**config.mk**
```make
export PLATFORM = sky130hd
export DESIGN_NAME = ordered_list_engine
export DESIGN_NICKNAME = d
export VERILOG_FILES = /design/src/rtl/olist_pkg.sv /design/src/rtl/olist_scan.sv /design/src/rtl/ordered_list_engine.sv
export SDC_FILE = /design/constraint.sdc
export NUM_CORES = 2
export LEC_CHECK = 0
export BUFFER_PORTS_ARGS = -buffer_cell sky130_fd_sc_hd__buf_2
export CAP_MARGIN = 20
export CORE_MARGIN = 5
export CORE_UTILIZATION = 52
export DETAILED_ROUTE_END_ITERATION = 8
export PLACE_DENSITY_LB_ADDON = 0.15
export SLEW_MARGIN = 0
export SYNTH_ARGS = -nofsm -noshare
export SYNTH_HDL_FRONTEND = slang
export SYNTH_SLANG_ARGS = --single-unit
```
**constraint.sdc**
```tcl
create_clock -name clk_i -period 10.49 [get_ports clk_i]
set_input_delay 1.049 -clock clk_i [delete_from_list [all_inputs] [get_ports clk_i]]
set_output_delay 1.049 -clock clk_i [all_outputs]
set_load 0.02 [all_outputs]
```
**src/rtl/olist_pkg.sv**
```systemverilog
// Shared types and constants for the ordered list engine.
package olist_pkg;

  // Default list capacity in entries.
  localparam int unsigned DEPTH_DEF = 64;

  // Widths fixed by the transaction fields.
  localparam int unsigned VAL_W = 32;
  localparam int unsigned POS_W = 7;
  localparam int unsigned CMD_W = 3;

  // Command codes. The eighth code is unused and changes nothing.
  typedef enum logic [CMD_W-1:0] {
    CMD_INS_FRONT = 3'd0,
    CMD_INS_BACK  = 3'd1,
    CMD_INS_POS   = 3'd2,
    CMD_DEL_FRONT = 3'd3,
    CMD_DEL_BACK  = 3'd4,
    CMD_DEL_POS   = 3'd5,
    CMD_SEARCH    = 3'd6
  } cmd_e;

  // Result status codes.
  typedef enum logic [1:0] {
    ST_OK    = 2'd0,
    ST_FULL  = 2'd1,
    ST_EMPTY = 2'd2,
    ST_RANGE = 2'd3
  } status_e;

  // Kind of list modification carried out by a command.
  typedef enum logic [1:0] {
    OP_NONE = 2'd0,
    OP_INS  = 2'd1,
    OP_DEL  = 2'd2
  } op_e;

  // Sequencer states.
  typedef enum logic [1:0] {
    S_IDLE  = 2'd0,
    S_SHIFT = 2'd1,
    S_SCAN  = 2'd2,
    S_DONE  = 2'd3
  } state_e;

  // Input transaction.
  typedef struct packed {
    logic [CMD_W-1:0]        cmd;
    logic signed [VAL_W-1:0] value;
    logic [POS_W-1:0]        position;
  } in_item_t;

  // Result transaction.
  typedef struct packed {
    status_e                 status;
    logic [POS_W-1:0]        entry_count;
    logic signed [VAL_W-1:0] min_value;
    logic signed [VAL_W-1:0] max_value;
    logic                    found;
    logic [POS_W-1:0]        found_position;
    logic signed [VAL_W-1:0] removed_value;
  } out_item_t;

  // Control from the sequencer to the scan unit.
  typedef struct packed {
    logic clear;
    logic vld;
    logic srch;
  } scan_ctl_t;

endpackage

```
**src/rtl/olist_scan.sv**
```systemverilog
// Scan unit: running minimum, maximum and first search match over streamed entries.
module olist_scan #(
  parameter int unsigned DEPTH = olist_pkg::DEPTH_DEF
) (
  input  logic                                clk_i,
  input  logic                                rst_ni,
  input  olist_pkg::scan_ctl_t                ctl_i,
  input  logic [$clog2(DEPTH)-1:0]            tag_i,
  input  logic signed [olist_pkg::VAL_W-1:0]  data_i,
  input  logic signed [olist_pkg::VAL_W-1:0]  key_i,
  output logic signed [olist_pkg::VAL_W-1:0]  min_o,
  output logic signed [olist_pkg::VAL_W-1:0]  max_o,
  output logic                                found_o,
  output logic [olist_pkg::POS_W-1:0]         fpos_o
);

  localparam int unsigned AW = $clog2(DEPTH);
  localparam int unsigned OW = $clog2(DEPTH + 1);

  logic signed [olist_pkg::VAL_W-1:0] min_q, min_d;
  logic signed [olist_pkg::VAL_W-1:0] max_q, max_d;
  logic                               found_q, found_d;
  logic [olist_pkg::POS_W-1:0]        fpos_q, fpos_d;
  logic [OW-1:0]                      pos_w;
  logic                               first;

  // The entry at the head of the list seeds the extremes.
  assign first = (tag_i == AW'(0));
  assign pos_w = OW'(tag_i) + OW'(1);

  always_comb begin
    min_d   = min_q;
    max_d   = max_q;
    found_d = found_q;
    fpos_d  = fpos_q;
    if (ctl_i.clear) begin
      found_d = 1'b0;
      fpos_d  = '0;
    end else if (ctl_i.vld) begin
      if (first || (data_i < min_q)) begin
        min_d = data_i;
      end
      if (first || (data_i > max_q)) begin
        max_d = data_i;
      end
      // Only the first match in list order counts.
      if (ctl_i.srch && !found_q && (data_i == key_i)) begin
        found_d = 1'b1;
        fpos_d  = olist_pkg::POS_W'(pos_w);
      end
    end
  end

  always_ff @(posedge clk_i or negedge rst_ni) begin
    if (!rst_ni) begin
      found_q <= 1'b0;
    end else begin
      found_q <= found_d;
    end
  end

  always_ff @(posedge clk_i) begin
    min_q  <= min_d;
    max_q  <= max_d;
    fpos_q <= fpos_d;
  end

  assign min_o   = min_q;
  assign max_o   = max_q;
  assign found_o = found_q;
  assign fpos_o  = fpos_q;

endmodule

```
**src/rtl/ordered_list_engine.sv**
```systemverilog
// Ordered list engine: list storage in one synchronous RAM with a shift and scan sequencer.
// Each accepted command runs a shift phase (skipped for a command that changes nothing), then a
// scan phase over the entries, then loads the result once the output register is free.
// One transaction at a time: a new one is accepted in the cycle after the previous result is
// loaded; the single read port of the list RAM sets this.
// Reset clears the occupancy and control state; RAM contents are left as they are.
module ordered_list_engine #(
  parameter int unsigned DEPTH = olist_pkg::DEPTH_DEF
) (
  input  logic                 clk_i,
  input  logic                 rst_ni,
  input  logic                 in_valid_i,
  output logic                 in_stall_o,
  input  olist_pkg::in_item_t  in_data_i,
  output logic                 out_valid_o,
  input  logic                 out_stall_i,
  output olist_pkg::out_item_t out_data_o
);

  localparam int unsigned AW  = $clog2(DEPTH);
  localparam int unsigned OW  = $clog2(DEPTH + 1);
  localparam int unsigned CW  = ((OW > olist_pkg::POS_W) ? OW : olist_pkg::POS_W) + 1;
  localparam int unsigned VW  = olist_pkg::VAL_W;

  // List storage.
  logic [VW-1:0] mem [DEPTH];
  logic [VW-1:0] rdata_q;

  // Sequencer state.
  olist_pkg::state_e  state_q, state_d;
  olist_pkg::op_e     op_q, op_d;
  olist_pkg::status_e status_q, status_d;
  logic [olist_pkg::CMD_W-1:0] cmd_q, cmd_d;
  logic signed [VW-1:0] val_q, val_d;
  logic [AW-1:0] k_q, k_d;
  logic [OW-1:0] rem_q, rem_d;
  logic [AW-1:0] ptr_q, ptr_d;
  logic [OW-1:0] occ_q, occ_d;
  logic          rd_vld_q;
  logic [AW-1:0] tag_q;
  logic signed [VW-1:0] removed_q, removed_d;
  logic                 out_valid_q, out_valid_d;
  olist_pkg::out_item_t out_data_q, out_data_d;

  // RAM port controls.
  logic          rd_en;
  logic [AW-1:0] rd_addr;
  logic          we;
  logic [AW-1:0] waddr;
  logic [VW-1:0] wdata;

  // Decode of a new transaction.
  logic          full, empty;
  logic [CW-1:0] pos_ext, occ_ext;
  logic [AW-1:0] k_pos;
  logic          ins_pos_ok, del_pos_ok;
  olist_pkg::op_e     new_op;
  olist_pkg::status_e new_status;
  logic [AW-1:0]      new_k;

  // Scan unit connection.
  olist_pkg::scan_ctl_t  scan_ctl;
  logic signed [VW-1:0]  scan_min, scan_max;
  logic                  scan_found;
  logic [olist_pkg::POS_W-1:0] scan_fpos;

  assign full       = (occ_q == OW'(DEPTH));
  assign empty      = (occ_q == '0);
  assign pos_ext    = CW'(in_data_i.position);
  assign occ_ext    = CW'(occ_q);
  assign k_pos      = AW'(pos_ext - CW'(1));
  assign ins_pos_ok = (pos_ext != '0) && (pos_ext <= occ_ext + CW'(1));
  assign del_pos_ok = (pos_ext != '0) && (pos_ext <= occ_ext);

  // Work out the status, the kind of change and the list index of a new transaction.
  always_comb begin
    new_op     = olist_pkg::OP_NONE;
    new_status = olist_pkg::ST_OK;
    new_k      = '0;
    unique case (in_data_i.cmd)
      olist_pkg::CMD_INS_FRONT: begin
        if (full) new_status = olist_pkg::ST_FULL;
        else new_op = olist_pkg::OP_INS;
      end
      olist_pkg::CMD_INS_BACK: begin
        if (full) begin
          new_status = olist_pkg::ST_FULL;
        end else begin
          new_op = olist_pkg::OP_INS;
          new_k  = AW'(occ_q);
        end
      end
      olist_pkg::CMD_INS_POS: begin
        if (full) begin
          new_status = olist_pkg::ST_FULL;
        end else if (!ins_pos_ok) begin
          new_status = olist_pkg::ST_RANGE;
        end else begin
          new_op = olist_pkg::OP_INS;
          new_k  = k_pos;
        end
      end
      olist_pkg::CMD_DEL_FRONT: begin
        if (empty) new_status = olist_pkg::ST_EMPTY;
        else new_op = olist_pkg::OP_DEL;
      end
      olist_pkg::CMD_DEL_BACK: begin
        if (empty) begin
          new_status = olist_pkg::ST_EMPTY;
        end else begin
          new_op = olist_pkg::OP_DEL;
          new_k  = AW'(occ_q - OW'(1));
        end
      end
      olist_pkg::CMD_DEL_POS: begin
        if (empty) begin
          new_status = olist_pkg::ST_EMPTY;
        end else if (!del_pos_ok) begin
          new_status = olist_pkg::ST_RANGE;
        end else begin
          new_op = olist_pkg::OP_DEL;
          new_k  = k_pos;
        end
      end
      olist_pkg::CMD_SEARCH: begin
        if (empty) new_status = olist_pkg::ST_EMPTY;
      end
      default: begin
      end
    endcase
  end

  // Next state, RAM accesses and result loading.
  always_comb begin
    state_d     = state_q;
    op_d        = op_q;
    status_d    = status_q;
    cmd_d       = cmd_q;
    val_d       = val_q;
    k_d         = k_q;
    rem_d       = rem_q;
    ptr_d       = ptr_q;
    occ_d       = occ_q;
    removed_d   = removed_q;
    out_data_d  = out_data_q;
    out_valid_d = out_valid_q && out_stall_i;
    rd_en       = 1'b0;
    rd_addr     = ptr_q;
    we          = 1'b0;
    waddr       = k_q;
    wdata       = val_q;
    scan_ctl    = '{clear: 1'b0, vld: 1'b0, srch: 1'b0};
    in_stall_o  = 1'b1;

    unique case (state_q)
      olist_pkg::S_IDLE: begin
        in_stall_o = 1'b0;
        if (in_valid_i) begin
          op_d      = new_op;
          status_d  = new_status;
          cmd_d     = in_data_i.cmd;
          val_d     = in_data_i.value;
          k_d       = new_k;
          removed_d = '0;
          if (new_op == olist_pkg::OP_NONE) begin
            // Nothing moves: go straight to the scan.
            rem_d          = occ_q;
            ptr_d          = '0;
            scan_ctl.clear = 1'b1;
            state_d        = olist_pkg::S_SCAN;
          end else begin
            rem_d   = occ_q - OW'(new_k);
            ptr_d   = (new_op == olist_pkg::OP_INS) ? AW'(occ_q - OW'(1)) : new_k;
            state_d = olist_pkg::S_SHIFT;
          end
        end
      end

      olist_pkg::S_SHIFT: begin
        // Insert reads downwards and writes one place up; delete reads upwards
        // and writes one place down, so a write never meets a pending read.
        if (rem_q != '0) begin
          rd_en = 1'b1;
          rem_d = rem_q - OW'(1);
          ptr_d = (op_q == olist_pkg::OP_INS) ? ptr_q - AW'(1) : ptr_q + AW'(1);
        end
        if (rd_vld_q) begin
          wdata = rdata_q;
          if (op_q == olist_pkg::OP_INS) begin
            we    = 1'b1;
            waddr = tag_q + AW'(1);
          end else if (tag_q == k_q) begin
            removed_d = rdata_q;
          end else begin
            we    = 1'b1;
            waddr = tag_q - AW'(1);
          end
        end else if (rem_q == '0) begin
          // All moves written: place the new entry and settle the count.
          if (op_q == olist_pkg::OP_INS) begin
            we    = 1'b1;
            occ_d = occ_q + OW'(1);
          end else begin
            occ_d = occ_q - OW'(1);
          end
          rem_d          = occ_d;
          ptr_d          = '0;
          scan_ctl.clear = 1'b1;
          state_d        = olist_pkg::S_SCAN;
        end
      end

      olist_pkg::S_SCAN: begin
        scan_ctl.vld  = rd_vld_q;
        scan_ctl.srch = (cmd_q == olist_pkg::CMD_SEARCH);
        if (rem_q != '0) begin
          rd_en = 1'b1;
          rem_d = rem_q - OW'(1);
          ptr_d = ptr_q + AW'(1);
        end else if (!rd_vld_q) begin
          state_d = olist_pkg::S_DONE;
        end
      end

      olist_pkg::S_DONE: begin
        // Load the result once the output register is free.
        if (!out_valid_q || !out_stall_i) begin
          out_valid_d               = 1'b1;
          out_data_d.status         = status_q;
          out_data_d.entry_count    = olist_pkg::POS_W'(occ_q);
          out_data_d.min_value      = (occ_q == '0) ? '0 : scan_min;
          out_data_d.max_value      = (occ_q == '0) ? '0 : scan_max;
          out_data_d.found          = scan_found;
          out_data_d.found_position = scan_fpos;
          out_data_d.removed_value  = removed_q;
          state_d                   = olist_pkg::S_IDLE;
        end
      end

      default: begin
        state_d = olist_pkg::S_IDLE;
      end
    endcase
  end

  // List RAM: one write and one registered read per cycle.
  always_ff @(posedge clk_i) begin
    if (we) begin
      mem[waddr] <= wdata;
    end
    if (rd_en) begin
      rdata_q <= mem[rd_addr];
    end
  end

  // Control registers.
  always_ff @(posedge clk_i or negedge rst_ni) begin
    if (!rst_ni) begin
      state_q     <= olist_pkg::S_IDLE;
      op_q        <= olist_pkg::OP_NONE;
      rem_q       <= '0;
      occ_q       <= '0;
      rd_vld_q    <= 1'b0;
      out_valid_q <= 1'b0;
    end else begin
      state_q     <= state_d;
      op_q        <= op_d;
      rem_q       <= rem_d;
      occ_q       <= occ_d;
      rd_vld_q    <= rd_en;
      out_valid_q <= out_valid_d;
    end
  end

  // Payload registers.
  always_ff @(posedge clk_i) begin
    status_q   <= status_d;
    cmd_q      <= cmd_d;
    val_q      <= val_d;
    k_q        <= k_d;
    ptr_q      <= ptr_d;
    tag_q      <= rd_addr;
    removed_q  <= removed_d;
    out_data_q <= out_data_d;
  end

  olist_scan #(
    .DEPTH(DEPTH)
  ) u_scan (
    .clk_i  (clk_i),
    .rst_ni (rst_ni),
    .ctl_i  (scan_ctl),
    .tag_i  (tag_q),
    .data_i (rdata_q),
    .key_i  (val_q),
    .min_o  (scan_min),
    .max_o  (scan_max),
    .found_o(scan_found),
    .fpos_o (scan_fpos)
  );

  assign out_valid_o = out_valid_q;
  assign out_data_o  = out_data_q;

endmodule

```
==> qor.yml <==
die:
  start_util_pct: 52.2
  die_y_um: 433
  num_rows: 155
  fp.dieW_um: 433
  core_mm2: 0.178
  dieArea_mm2: 0.188
  num_io_pins: 161
route:
  drt.antenna.violating_nets: 0
  drc: 0
  wl_per_cell_um: 31.4
  drt_wl_total_mm: 223
  drtPass1Iterations: 5
  vias_per_cell: 6.20
  drt_iter0_drc: 5089
  num_vias: 44000
cts:
  cts_tree: "built"
  cts.sinks: 2372
  path_clk_slew_ps: 60
  cts_hold_buf: 0
  clk_latency_ps: 860
  cts_resized: 0
  post_cts.repair.setup_buffers: 0
  cts_buffers: 232
  clock_path_buffers: 3
  h-tree-depth: 4
  cts_root_buf: "clkbuf_16"
timing:
  max_freq_mhz: 197
  timing.final.crit_share_pct: 48.3
  fin_setup_tns_ps: 0
  finalSetupViolCount: 0
  rsz0062_at_grt: "no"
  max_slew_margin_pct: 21.3
  hold_viol: 0
  maxSlewViolCount: 0
  period_needed_ps: 5070
  tightest_slew_ps: 1180
  clock-skew-final_ps: 47.3
synth:
  synth_warnings: 0
  avgSynthCellArea_um2: 21.9
  ys_ff_latch: 2372
  syn_area_mm2: 0.0931
  synthFlopType: "edfxtp_1"
  ys_types: 77
  synthCells: 4257
  synth_edf_count: 2338
  async_reset_ff_share_pct: 0.885
  synth_seq_area_share_pct: 76.2
  synth.net_count: 4403
power_and_ir_drop:
  ir_worst_vdd_mv: 0.282
  p_per_area_mw_per_mm2: 287
  leakage_nw: 33.5
  finalPower_mw: 30.2
layout:
  mostFrequentLayoutCell: "edfxtp_1"
  area.growth.synth_to_final_pct: 13.0
  final_cell_mix: "2338 x edfxtp_1, 635 x mux4_2, 236 x clkbuf_16"
  drive_gt1_share_pct: 28.7
  nNetsFinal: 4700
global_routing:
  grt_overflow: 0
  grt_max_degree: 148
  grt_pass1_wl_mm: 319
  grt_pass1_vias: 43200
  gr-usage-all-layers_pct: 23.9
  antenna_found_initial: 10
critical_path:
  start_kind: "flip-flop"
  endpoint: "rem_q[6]"
  worstRegToRegCells: 19
  rr_startpoint: "occ_q[0]"
  reg2reg_to: "rem_q[6]"
  worst_setup_path_startpoint: "occ_q[0]"
  worstPathMaxFanout: 11
  path_class: "flip-flop to flip-flop"
  worstPathRequired_ps: 11180
  cp.arrival_ps: 5770
  reg2reg_slack_ps: 5420
  crit_path_end_kind: "flip-flop"
flow_run:
  cap_violations: 0
placement:
  place_hpwl_mm: 136
  port_buffers: 160
  gp_congestion: 0.912
run_status:
  status: "completed"
hold_path:
  min_path_type: "primary input to asynchronous set/reset pin"
## state kept, by name, summed over array words and instances, names as in the netlist, 7 cells and up
register       cells
mem             2048
out_data_o       113
rdata_q           32
removed_q         32
u_scan.max_o      32
u_scan.min_o      32
val_q             32
occ_q              7
rem_q              7
u_scan.fpos_o      7
## critical path, cell delays in order (launching register included)
cell and delay (ps):
dfrtp_1 580, ha_1 280, nand3_1 160, xnor2_1 310, ha_1 320, a21oi_1 150, nand2_1 70, a2111oi_0 560
o21ai_1 240, o32a_1 320, o221ai_1 380, ha_1 260, fa_1 220, inv_1 60, a21o_1 180, a21oi_1 210
o21ai_0 170, o21a_1 190, o31ai_1 200, o21ai_1 80
## power by group
part           switching [mW]  internal [mW]
Sequential              0.442           11.9
Clock                    3.52           4.68
Combinational            5.98           3.58
Total                    9.95           20.2
## cell families (layout without fill, tap and decap cells)
group / Yosys count / after routing / share of synthesized area, %
flops: 2372 / 2372 / 76.2
mux: 727 / 727 / 16.4
simple gates: 422 / 422 / 2.13
buf+inv: 305 / 801 / 1.33
compound gates: 254 / 254 / 1.83
fa+ha+maj: 100 / 100 / 1.35
xor+xnor: 77 / 77 / 0.724
other cells: 0 / 1 / 0
## stage by stage
| step | cell area [um2] | hold WS (ps) | utilization [%] | instances | setup WS (ps) |
|---|---|---|---|---|---|
| 6_report | 105000 | 211 | 59.0 | 7109 | 5420 |
| 2_1_floorplan | 93100 | 346 | - | 4257 | 507 |
| 3_3_place_gp | 97400 | 402 | 54.6 | 6662 | 5540 |
| 4_1_cts | 105000 | 165 | 58.9 | 7100 | 5490 |
| 3_5_place_dp | 97500 | 405 | 54.7 | 6667 | 5510 |
| 5_1_grt | 105000 | 199 | 59.0 | 7108 | 4870 |
## synthesized netlist by cell type (35+ instances only)
| cell | number | area share [%] |
|---|---|---|
| nand2_1 | 74 | 0.30 |
| mux2i_1 | 56 | 0.60 |
| xnor2_1 | 39 | 0.37 |
| mux2_2 | 35 | 0.42 |
| o21ai_0 | 35 | 0.19 |
| mux4_2 | 635 | 15 |
| edfxtp_1 | 2338 | 75 |
| xor2_1 | 38 | 0.36 |
| ha_1 | 99 | 1.3 |
| nor2_1 | 188 | 0.76 |
| buf_2 | 55 | 0.30 |
| a21oi_1 | 57 | 0.31 |
| clkbuf_1 | 113 | 0.46 |
| inv_1 | 96 | 0.39 |
## cell type report
type                            instances  area (um2)
Clock inverter                        153        1470
Inverter                              101         379
Clock buffer                          280        6060
Multi-Input combinational cell       1580       21400
Fill cell                           12600       73000
Sequential cell                      2372       71000
Tap cell                             2355        2950
Timing Repair Buffer                  267        1920
Antenna cell                            1        2.50
## routing by layer
layer	up-vias	track usage (%)	share of wire (%)
met1	23500	35.7	42
met4	0	6.98	3.0
met3	290	4.43	7.7
met2	1814	36.8	47
li1	18400	-	-
met5	-	0	0
## worst min path at each step
stage,start,endpoint,slack (ps),depth (start not counted)
floorplan,ptr_q[2],tag_q[2],350,0
global placement,removed_q[2],out_data_o[2],400,0
detailed placement,removed_q[11],out_data_o[11],400,0
CTS,rst_ni,u_scan.found_o,170,1
global route,rst_ni,u_scan.found_o,200,1
finish,rst_ni,u_scan.found_o,210,1
Power figures use the tool's default switching activity.
